## src/hw/rtl/cursor_sequence_buffer_top_defines.svh

```systemverilog
// assertion macros for the cursor sequence buffer rtl, used by csb_datapath
// expects clk and rst in the scope where the macros are used
`ifndef CURSOR_SEQUENCE_BUFFER_TOP_DEFINES_SVH
`define CURSOR_SEQUENCE_BUFFER_TOP_DEFINES_SVH

// condition that holds at every clock edge out of reset
`define CSB_ASSERT_ALWAYS(label, cond, msg) \
  label: assert property (@(posedge clk) disable iff (rst) (cond)) else $error(msg);

// condition that must hold whenever a trigger is seen
`define CSB_ASSERT_IMPLY(label, pre, post, msg) \
  label: assert property (@(posedge clk) disable iff (rst) (pre) |-> (post)) else $error(msg);

`endif

```

## src/hw/rtl/csb_pkg.sv

```systemverilog
// package for the cursor sequence buffer: opcodes, controller states and
// the command/status structs between controller and datapath; no dependencies
package csb_pkg;

  typedef enum logic [2:0] {
    OP_QUERY   = 3'd0,
    OP_START   = 3'd1,
    OP_ADVANCE = 3'd2,
    OP_INSERT  = 3'd3,
    OP_ATTACH  = 3'd4,
    OP_REMOVE  = 3'd5
  } opcode_t;

  typedef enum logic [2:0] {
    ST_IDLE,
    ST_EXEC,
    ST_SHIFT_UP,
    ST_PLACE,
    ST_SHIFT_DN,
    ST_SHRINK,
    ST_READ,
    ST_OUT
  } state_t;

  typedef struct packed {
    logic load_in;
    logic do_start;
    logic do_advance;
    logic set_refused;
    logic setup_up;
    logic up_step;
    logic place;
    logic setup_dn;
    logic dn_step;
    logic shrink;
    logic load_out;
  } cmd_t;

  typedef struct packed {
    opcode_t op;
    logic    has_cur;
    logic    full;
    logic    need_up;
    logic    more_up;
    logic    need_dn;
    logic    more_dn;
    logic    out_free;
  } status_t;

endpackage

```

## src/hw/rtl/csb_ifs.sv

```systemverilog
// valid/ready channel interfaces for the cursor sequence buffer
// request carries one operation, response carries one result; no dependencies
interface csb_in_if #(
  parameter int VW = 32
);
  logic                 valid;
  logic                 ready;
  logic [2:0]           opcode;
  logic signed [VW-1:0] entry_value;

  modport source (output valid, output opcode, output entry_value, input ready);
  modport sink   (input valid, input opcode, input entry_value, output ready);
endinterface

interface csb_out_if #(
  parameter int VW = 32,
  parameter int CW = 7
);
  logic                 valid;
  logic                 ready;
  logic signed [VW-1:0] current_value;
  logic                 current_valid;
  logic [CW-1:0]        entry_count;
  logic                 overflow_flag;

  modport source (output valid, output current_value, output current_valid,
                  output entry_count, output overflow_flag, input ready);
  modport sink   (input valid, input current_value, input current_valid,
                  input entry_count, input overflow_flag, output ready);
endinterface

```

## src/hw/rtl/csb_ctrl.sv

```systemverilog
// controller state machine for the cursor sequence buffer
// depends on csb_pkg for states, opcodes and the command/status structs
module csb_ctrl (
  input  logic             clk,
  input  logic             rst,
  input  logic             in_valid,
  output logic             in_ready,
  input  csb_pkg::status_t status,
  output csb_pkg::cmd_t    cmd
);

  csb_pkg::state_t state;
  csb_pkg::state_t state_next;

  always_ff @(posedge clk) begin
    if (rst) begin
      state <= csb_pkg::ST_IDLE;
    end else begin
      state <= state_next;
    end
  end

  always_comb begin
    state_next = state;
    case (state)
      csb_pkg::ST_IDLE: begin
        if (in_valid) state_next = csb_pkg::ST_EXEC;
      end
      csb_pkg::ST_EXEC: begin
        case (status.op)
          csb_pkg::OP_INSERT, csb_pkg::OP_ATTACH: begin
            if (status.full) state_next = csb_pkg::ST_READ;
            else if (status.need_up) state_next = csb_pkg::ST_SHIFT_UP;
            else state_next = csb_pkg::ST_PLACE;
          end
          csb_pkg::OP_REMOVE: begin
            if (!status.has_cur) state_next = csb_pkg::ST_READ;
            else if (status.need_dn) state_next = csb_pkg::ST_SHIFT_DN;
            else state_next = csb_pkg::ST_SHRINK;
          end
          default: state_next = csb_pkg::ST_READ;
        endcase
      end
      csb_pkg::ST_SHIFT_UP: begin
        if (!status.more_up) state_next = csb_pkg::ST_PLACE;
      end
      csb_pkg::ST_PLACE:  state_next = csb_pkg::ST_READ;
      csb_pkg::ST_SHIFT_DN: begin
        if (!status.more_dn) state_next = csb_pkg::ST_SHRINK;
      end
      csb_pkg::ST_SHRINK: state_next = csb_pkg::ST_READ;
      csb_pkg::ST_READ:   state_next = csb_pkg::ST_OUT;
      csb_pkg::ST_OUT: begin
        if (status.out_free) state_next = csb_pkg::ST_IDLE;
      end
      default: state_next = csb_pkg::ST_IDLE;
    endcase
  end

  always_comb begin
    cmd      = '0;
    in_ready = 1'b0;
    case (state)
      csb_pkg::ST_IDLE: begin
        in_ready    = 1'b1;
        cmd.load_in = in_valid;
      end
      csb_pkg::ST_EXEC: begin
        case (status.op)
          csb_pkg::OP_START:   cmd.do_start = 1'b1;
          csb_pkg::OP_ADVANCE: cmd.do_advance = status.has_cur;
          csb_pkg::OP_INSERT, csb_pkg::OP_ATTACH: begin
            cmd.set_refused = status.full;
            cmd.setup_up    = !status.full;
          end
          csb_pkg::OP_REMOVE:  cmd.setup_dn = status.has_cur;
          default: ;
        endcase
      end
      csb_pkg::ST_SHIFT_UP: cmd.up_step = 1'b1;
      csb_pkg::ST_PLACE:    cmd.place = 1'b1;
      csb_pkg::ST_SHIFT_DN: cmd.dn_step = 1'b1;
      csb_pkg::ST_SHRINK:   cmd.shrink = 1'b1;
      csb_pkg::ST_OUT:      cmd.load_out = status.out_free;
      default: ;
    endcase
  end

endmodule

```

## src/hw/rtl/csb_datapath.sv

```systemverilog
// datapath: entry memory, count, cursor, shift index and the result register
// depends on csb_pkg and on cursor_sequence_buffer_top_defines.svh
`include "cursor_sequence_buffer_top_defines.svh"

module csb_datapath #(
  parameter int CAPACITY    = 64,
  parameter int VALUE_WIDTH = 32,
  parameter int CW          = $clog2(CAPACITY + 1)
) (
  input  logic                          clk,
  input  logic                          rst,
  input  csb_pkg::cmd_t                 cmd,
  output csb_pkg::status_t              status,
  input  logic [2:0]                    in_opcode,
  input  logic signed [VALUE_WIDTH-1:0] in_value,
  output logic                          out_valid,
  input  logic                          out_ready,
  output logic signed [VALUE_WIDTH-1:0] out_value,
  output logic                          out_cur_valid,
  output logic [CW-1:0]                 out_count,
  output logic                          out_refused
);

  localparam int AW = $clog2(CAPACITY);

  logic [VALUE_WIDTH-1:0] mem [CAPACITY];
  logic [VALUE_WIDTH-1:0] rdata;
  logic [VALUE_WIDTH-1:0] value_r;
  csb_pkg::opcode_t       opcode_r;
  logic [CW-1:0]          count;
  logic [CW-1:0]          cursor;
  logic [CW-1:0]          idx;
  logic [CW-1:0]          pos;
  logic                   refused;

  logic                   has_cur;
  logic                   full;
  logic [CW-1:0]          pos_calc;
  logic [CW-1:0]          rd_addr;
  logic                   wr_en;
  logic [CW-1:0]          wr_addr;
  logic [VALUE_WIDTH-1:0] wr_data;

  assign has_cur = cursor < count;
  assign full    = count == CW'(CAPACITY);

  always_comb begin
    if (opcode_r == csb_pkg::OP_ATTACH) begin
      pos_calc = has_cur ? cursor + CW'(1) : count;
    end else begin
      pos_calc = has_cur ? cursor : '0;
    end
  end

  always_comb begin
    status.op       = opcode_r;
    status.has_cur  = has_cur;
    status.full     = full;
    status.need_up  = count > pos_calc;
    status.more_up  = (idx - CW'(1)) > pos;
    status.need_dn  = ({1'b0, cursor} + (CW+1)'(1)) < {1'b0, count};
    status.more_dn  = ({1'b0, idx} + (CW+1)'(2)) < {1'b0, count};
    status.out_free = !out_valid || out_ready;
  end

  // read one ahead of the write so a shift moves one entry per cycle
  always_comb begin
    if (cmd.setup_up)      rd_addr = count - CW'(1);
    else if (cmd.up_step)  rd_addr = idx - CW'(2);
    else if (cmd.setup_dn) rd_addr = cursor + CW'(1);
    else if (cmd.dn_step)  rd_addr = idx + CW'(2);
    else                   rd_addr = cursor;
  end

  always_comb begin
    wr_en   = cmd.up_step || cmd.dn_step || cmd.place;
    wr_addr = cmd.place ? pos : idx;
    wr_data = cmd.place ? value_r : rdata;
  end

  always_ff @(posedge clk) begin
    if (wr_en) begin
      mem[wr_addr[AW-1:0]] <= wr_data;
    end
    rdata <= mem[rd_addr[AW-1:0]];
  end

  always_ff @(posedge clk) begin
    if (cmd.load_in) begin
      value_r <= in_value;
    end
    if (cmd.setup_up) begin
      pos <= pos_calc;
    end
  end

  always_ff @(posedge clk) begin
    if (rst) begin
      opcode_r <= csb_pkg::OP_QUERY;
      count    <= '0;
      cursor   <= '0;
      idx      <= '0;
      refused  <= 1'b0;
    end else begin
      if (cmd.load_in) begin
        opcode_r <= csb_pkg::opcode_t'(in_opcode);
        refused  <= 1'b0;
      end
      if (cmd.set_refused) refused <= 1'b1;
      if (cmd.do_start) cursor <= '0;
      if (cmd.do_advance) cursor <= cursor + CW'(1);
      if (cmd.setup_up) idx <= count;
      if (cmd.up_step) idx <= idx - CW'(1);
      if (cmd.setup_dn) idx <= cursor;
      if (cmd.dn_step) idx <= idx + CW'(1);
      if (cmd.place) begin
        count  <= count + CW'(1);
        cursor <= pos;
      end
      if (cmd.shrink) count <= count - CW'(1);
    end
  end

  always_ff @(posedge clk) begin
    if (cmd.load_out) begin
      out_value     <= has_cur ? rdata : '0;
      out_cur_valid <= has_cur;
      out_count     <= count;
      out_refused   <= refused;
    end
  end

  always_ff @(posedge clk) begin
    if (rst) begin
      out_valid <= 1'b0;
    end else if (cmd.load_out) begin
      out_valid <= 1'b1;
    end else if (out_ready) begin
      out_valid <= 1'b0;
    end
  end

  `CSB_ASSERT_ALWAYS(a_cursor_le_count, cursor <= count, "cursor beyond entry count")
  `CSB_ASSERT_ALWAYS(a_count_le_cap, count <= CW'(CAPACITY), "entry count beyond capacity")
  `CSB_ASSERT_IMPLY(a_place_has_room, cmd.place, !full, "place into a full store")
  `CSB_ASSERT_IMPLY(a_shrink_not_empty, cmd.shrink, count != '0, "shrink of an empty store")
  `CSB_ASSERT_IMPLY(a_up_above_pos, cmd.up_step, idx > pos, "upward shift below insert slot")

endmodule

```

## src/hw/rtl/cursor_sequence_buffer_top.sv

```systemverilog
// cursor sequence buffer: one operation in, one result out, one at a time
// after acceptance: exec, then read, then out, which waits for the output to be free;
// insert and attach, unless refused, add shift-up steps and a place step before read,
// remove with a cursor adds shift-down steps and shrink; up to CAPACITY - 1 entries shift
// rst (synchronous) empties the store and zeroes the cursor; entry memory is not cleared
module cursor_sequence_buffer_top #(
  parameter int CAPACITY    = 64,
  parameter int VALUE_WIDTH = 32
) (
  input  logic       clk,
  input  logic       rst,
  csb_in_if.sink     req,
  csb_out_if.source  rsp
);

  localparam int CW = $clog2(CAPACITY + 1);

  csb_pkg::cmd_t    cmd;
  csb_pkg::status_t status;

  csb_ctrl u_ctrl (
    .clk      (clk),
    .rst      (rst),
    .in_valid (req.valid),
    .in_ready (req.ready),
    .status   (status),
    .cmd      (cmd)
  );

  csb_datapath #(
    .CAPACITY    (CAPACITY),
    .VALUE_WIDTH (VALUE_WIDTH),
    .CW          (CW)
  ) u_datapath (
    .clk           (clk),
    .rst           (rst),
    .cmd           (cmd),
    .status        (status),
    .in_opcode     (req.opcode),
    .in_value      (req.entry_value),
    .out_valid     (rsp.valid),
    .out_ready     (rsp.ready),
    .out_value     (rsp.current_value),
    .out_cur_valid (rsp.current_valid),
    .out_count     (rsp.entry_count),
    .out_refused   (rsp.overflow_flag)
  );

endmodule

```

## src/flat_wrapper.sv

```systemverilog
// flat-port wrapper written by rule: the top's interface ports become plain ports
module cursor_sequence_buffer_top_flat 
#(
  parameter int CAPACITY    = 64,
  parameter int VALUE_WIDTH = 32
)
  (clk, rst, req_valid, req_opcode, req_entry_value, req_ready, rsp_valid, rsp_current_value, rsp_current_valid, rsp_entry_count, rsp_overflow_flag, rsp_ready);
  csb_in_if #(.VW(VALUE_WIDTH)) req_i ();
  csb_out_if #(.VW(VALUE_WIDTH), .CW(7)) rsp_i ();
  input  logic clk;
  input  logic rst;
  input wire logic [$bits(req_i.valid)-1:0] req_valid;
  input wire logic [$bits(req_i.opcode)-1:0] req_opcode;
  input wire logic [$bits(req_i.entry_value)-1:0] req_entry_value;
  output wire logic [$bits(req_i.ready)-1:0] req_ready;
  output wire logic [$bits(rsp_i.valid)-1:0] rsp_valid;
  output wire logic [$bits(rsp_i.current_value)-1:0] rsp_current_value;
  output wire logic [$bits(rsp_i.current_valid)-1:0] rsp_current_valid;
  output wire logic [$bits(rsp_i.entry_count)-1:0] rsp_entry_count;
  output wire logic [$bits(rsp_i.overflow_flag)-1:0] rsp_overflow_flag;
  input wire logic [$bits(rsp_i.ready)-1:0] rsp_ready;
  assign req_i.valid = req_valid;
  assign req_i.opcode = req_opcode;
  assign req_i.entry_value = req_entry_value;
  assign req_ready = req_i.ready;
  assign rsp_valid = rsp_i.valid;
  assign rsp_current_value = rsp_i.current_value;
  assign rsp_current_valid = rsp_i.current_valid;
  assign rsp_entry_count = rsp_i.entry_count;
  assign rsp_overflow_flag = rsp_i.overflow_flag;
  assign rsp_i.ready = rsp_ready;
  cursor_sequence_buffer_top #(.CAPACITY(CAPACITY), .VALUE_WIDTH(VALUE_WIDTH)) u_core (.clk(clk), .rst(rst), .req(req_i), .rsp(rsp_i));
endmodule
```

## config.mk

```make
export PLATFORM = sky130hd
export DESIGN_NAME = cursor_sequence_buffer_top_flat
export DESIGN_NICKNAME = d
export VERILOG_FILES = /design/src/hw/rtl/csb_pkg.sv /design/src/hw/rtl/csb_ifs.sv /design/src/hw/rtl/csb_ctrl.sv /design/src/hw/rtl/csb_datapath.sv /design/src/hw/rtl/cursor_sequence_buffer_top.sv /design/src/flat_wrapper.sv
export VERILOG_INCLUDE_DIRS = /design/src /design/src/hw/rtl
export SDC_FILE = /design/constraint.sdc
export NUM_CORES = 2
export LEC_CHECK = 0
export BUFFER_PORTS_ARGS = -buffer_cell sky130_fd_sc_hd__buf_2
export CAP_MARGIN = 20
export CORE_MARGIN = 2
export CORE_UTILIZATION = 45
export CTS_BUF_LIST = sky130_fd_sc_hd__clkbuf_4 sky130_fd_sc_hd__clkbuf_8
export CTS_CLUSTER_SIZE = 8
export DETAILED_ROUTE_END_ITERATION = 8
export SLEW_MARGIN = 20
export SYNTH_ARGS = -nofsm -noshare
export SYNTH_HDL_FRONTEND = slang
export SYNTH_SLANG_ARGS = --single-unit
```

## constraint.sdc

```tcl
create_clock -name clk -period 5.1 [get_ports clk]
set_input_delay 0.255 -clock clk [delete_from_list [all_inputs] [get_ports clk]]
set_output_delay 0.255 -clock clk [all_outputs]
set_load 0.01 [all_outputs]
```

==> impl_metrics.csv <==
group,metric,value,unit
timing,fin_ws,0.142,ns
clock_network,cts.sinks,2189,
synthesis,synth-seq-area-share,73.9,%
synthesis,synth_cell_types,78,
detailed_routing,dr.pass1.iters,6,
timing,hold_viol,0,
synthesis,yosys_warnings,0,
synthesis,ys.flop_type,"edfxtp_1",
power,switching_share,43.1,%
power,power_frac_clock,20.6,%
clock_network,cts_buffer_depth,4,
setup_path,critical_path_class,"reg -> reg",
power,power_switching,31.7,mW
floorplanning,die_h,446,µm
power,p_per_area,721,mW/mm²
detailed_routing,remaining_drc_errors,0,
power,leakagePower,34.7,nW
timing,tns,0,ns
power,combPwrFrac,46.2,%
grt,grt_antenna_before_repair,26,
place,portBuffers,81,
floorplanning,placementRows,162,
hold_path,min_path_type,"in -> reg",
detailed_routing,drt-total-wl,281,mm
place,dpl.hpwl,168,mm
cells_and_area,final_common_cell,"edfxtp_1",
cells_and_area,area_growth,15.7,%
cells_and_area,final_nets,7062,
grt,grt_overflow_total,0,
timing,fmax,202,MHz
power,pwr-share-seq,33.2,%
detailed_routing,drtIter0Drc,7920,
timing,fin_crit_sh,97.2,%
synthesis,synth_area,0.0881,mm²
synthesis,synth_nets,6582,
cells_and_area,layout_common_cells,"edfxtp_1 (2128), nand2_1 (1564), nand3_1 (500)",
power,internal-power,41.8,mW
floorplanning,ioPinCount,82,
clock_network,cts_tree,"yes",
synthesis,synth.avg_cell_area,13.5,µm²
timing,fin_worst_skew,0.0903,ns
timing,drv_slew,0,
clock_network,clockRootBuffer,"clkbuf_8",
setup_path,cp-start-kind,"flop",
timing,final-setup-viol-count,0,
power,total_power,73.5,mW
place,gp_congestion,0.925,
timing,tightest_slew,1.16,ns
grt,grt_pass1_wl,401,mm
floorplanning,die_x,446,µm
cells_and_area,fillCellCount,16300,
synthesis,synth_edf_count,2128,
place,placed_area,0.0939,mm²
synthesis,async_flop_share,0,%
cells_and_area,drive_gt1_share,16.7,%
grt,gr-usage-all-layers,27.8,%
floorplanning,core-area,0.195,mm²
detailed_routing,vias_per_cell,5.98,
grt,grt_max_degree,86,
cells_and_area,multi_input_area,0.0214,mm²
status,status,"finished clean",
setup_path,path_max_fanout,42,
cells_and_area,seq_area,0.0651,mm²
clock_network,numCtsBuffers,370,
detailed_routing,wl_per_cell,28.4,µm
floorplanning,start_util,45.2,%
power,irDropWorstVdd,0.527,mV
synthesis,syn_inst,6503,
run,cap_viol_max_count,0,
detailed_routing,antenna_left,0,
cells_and_area,fin_area,0.102,mm²
clock_network,clkSlewWorstSetupHoldPaths,0.07,ns
clock_network,htreeDepth,5,
timing,post-route-min-period,4.96,ns
setup_path,end_kind,"flop",
detailed_routing,num_vias,59100,
place,dp_slack,-0.184,ns
clock_network,worstSkewPairLatency,1.09,ns
setup_path,cp.required,6.01,ns
setup_path,worst_ep_arrival_time,5.87,ns
synthesis,ys_seq_elements,2189,
floorplanning,die_area,0.199,mm²
timing,slew_headroom,20.7,%
grt,first_global_vias,56400,
## through the flow
stage / hold WS (ns) / cells / util [%]
after floorplan: 0.354 / 6503 / -
after global placement: 0.416 / 9153 / 48.2
after detailed placement: 0.417 / 9155 / 48.2
after CTS: 0.277 / 9869 / 52.2
after global routing: 0.345 / 9882 / 52.3
final: 0.351 / 9889 / 52.3
## critical path, cell delays in order, from the launching register on
cell,delay (ns)
dfxtp_1,0.41
inv_1,0.19
ha_1,0.23
nor3b_2,0.22
a32o_1,0.32
or2_1,0.31
clkinv_4,0.25
nor2_2,0.33
a21oi_4,0.10
buf_12,0.18
buf_12,0.19
buf_4,0.27
a2111oi_1,0.58
a311oi_1,0.17
a31oi_1,0.45
o211ai_1,0.29
o211a_1,0.29
## logic make-up (layout without fill, tap and decap cells)
logic type | Yosys count | count (layout) | share of synthesized area [%]
AND/OR/NAND/NOR | 2698 | 2698 | 13.4
XOR/XNOR | 30 | 30 | 0.298
other | 0 | 14 | 0
buffers and inverters | 477 | 1224 | 2.70
flip-flops | 2189 | 2189 | 73.9
multiplexers | 144 | 144 | 1.66
adder cells (fa/ha/maj) | 40 | 40 | 0.568
AO/OA/AOI/OAI | 925 | 926 | 7.43
## path summary, 6_finish.rpt
check                                   from                            end  slack (ns)  cells past startpoint
setup / recovery  u_core.u_datapath.count[1]    u_core.u_datapath.rdata[21]        0.14                     16
hold / removal                           rst     u_core.u_datapath.count[4]        0.35                      3
setup reg to reg  u_core.u_datapath.count[1]    u_core.u_datapath.rdata[21]        0.14                     16
hold reg to reg    u_core.u_datapath.refused  u_core.u_datapath.out_refused        0.43                      0
## power by group through the flow
stage,clock network (mW),logic [mW],registers (mW)
final,15.1,34.0,24.4
after CTS,15.3,33.1,24.4
after floorplan,0,18.2,24.5
after global routing,16.1,35.9,24.4
after detailed placement,0,33.0,24.7
after global placement,0,32.6,24.7
## state kept, by name, indices dropped and copies added (netlist names)
signal	count
u_core.u_datapath.opcode_r	3
u_core.u_datapath.idx	7
u_core.u_datapath.out_refused	1
u_core.u_datapath.pos	7
u_core.u_datapath.rdata	32
u_core.u_datapath.count	7
u_core.u_datapath.out_valid	1
u_core.u_datapath.out_value	32
u_core.u_ctrl.state	3
u_core.u_datapath.mem	2048
u_core.u_datapath.out_cur_valid	1
u_core.u_datapath.refused	1
u_core.u_datapath.cursor	7
u_core.u_datapath.value_r	32
u_core.u_datapath.out_count	7
## metal layers
layer	vias to the layer above	track usage, %	routed length (µm)
met4	10	11.5	12200
met5	-	0	68
li1	25500	-	-
met1	29800	38.6	113000
met2	3228	42.9	128000
met3	574	5.34	28200
## cell type report
| type | instances | share of cell area, % |
|---|---|---|
| flip-flops and latches | 2189 | 63.9 |
| multi-input cells | 3838 | 21.0 |
| clock buffers | 544 | 6.38 |
| repair buffers | 551 | 4.80 |
| well taps | 2624 | 3.22 |
| clock inverters | 96 | 0.461 |
| inverters | 33 | 0.127 |
| diodes | 14 | 0.0344 |
## synthesized netlist by cell type, types with 114 or more instances
cell / count / share of area [%]
a31oi_1: 141 / 1.0
a21oi_1: 192 / 1.1
a211oi_1: 193 / 1.6
nand3_1: 500 / 2.8
mux2i_1: 137 / 1.6
and3_1: 208 / 1.5
edfxtp_1: 2128 / 73
nand2_1: 1597 / 6.8
buf_2: 163 / 0.93
clkbuf_1: 194 / 0.83
a311oi_1: 114 / 1.1
nor2_1: 183 / 0.78
## timing repair
item	4_1_cts	5_1_grt
setup buffers	0	5
hold endpoints to repair	60	0
hold buffers	74	0
resized for setup	5	24
setup endpoints to repair	5	22
gates cloned	0	1
pin swaps	0	2
Power figures use the tool's default switching activity.
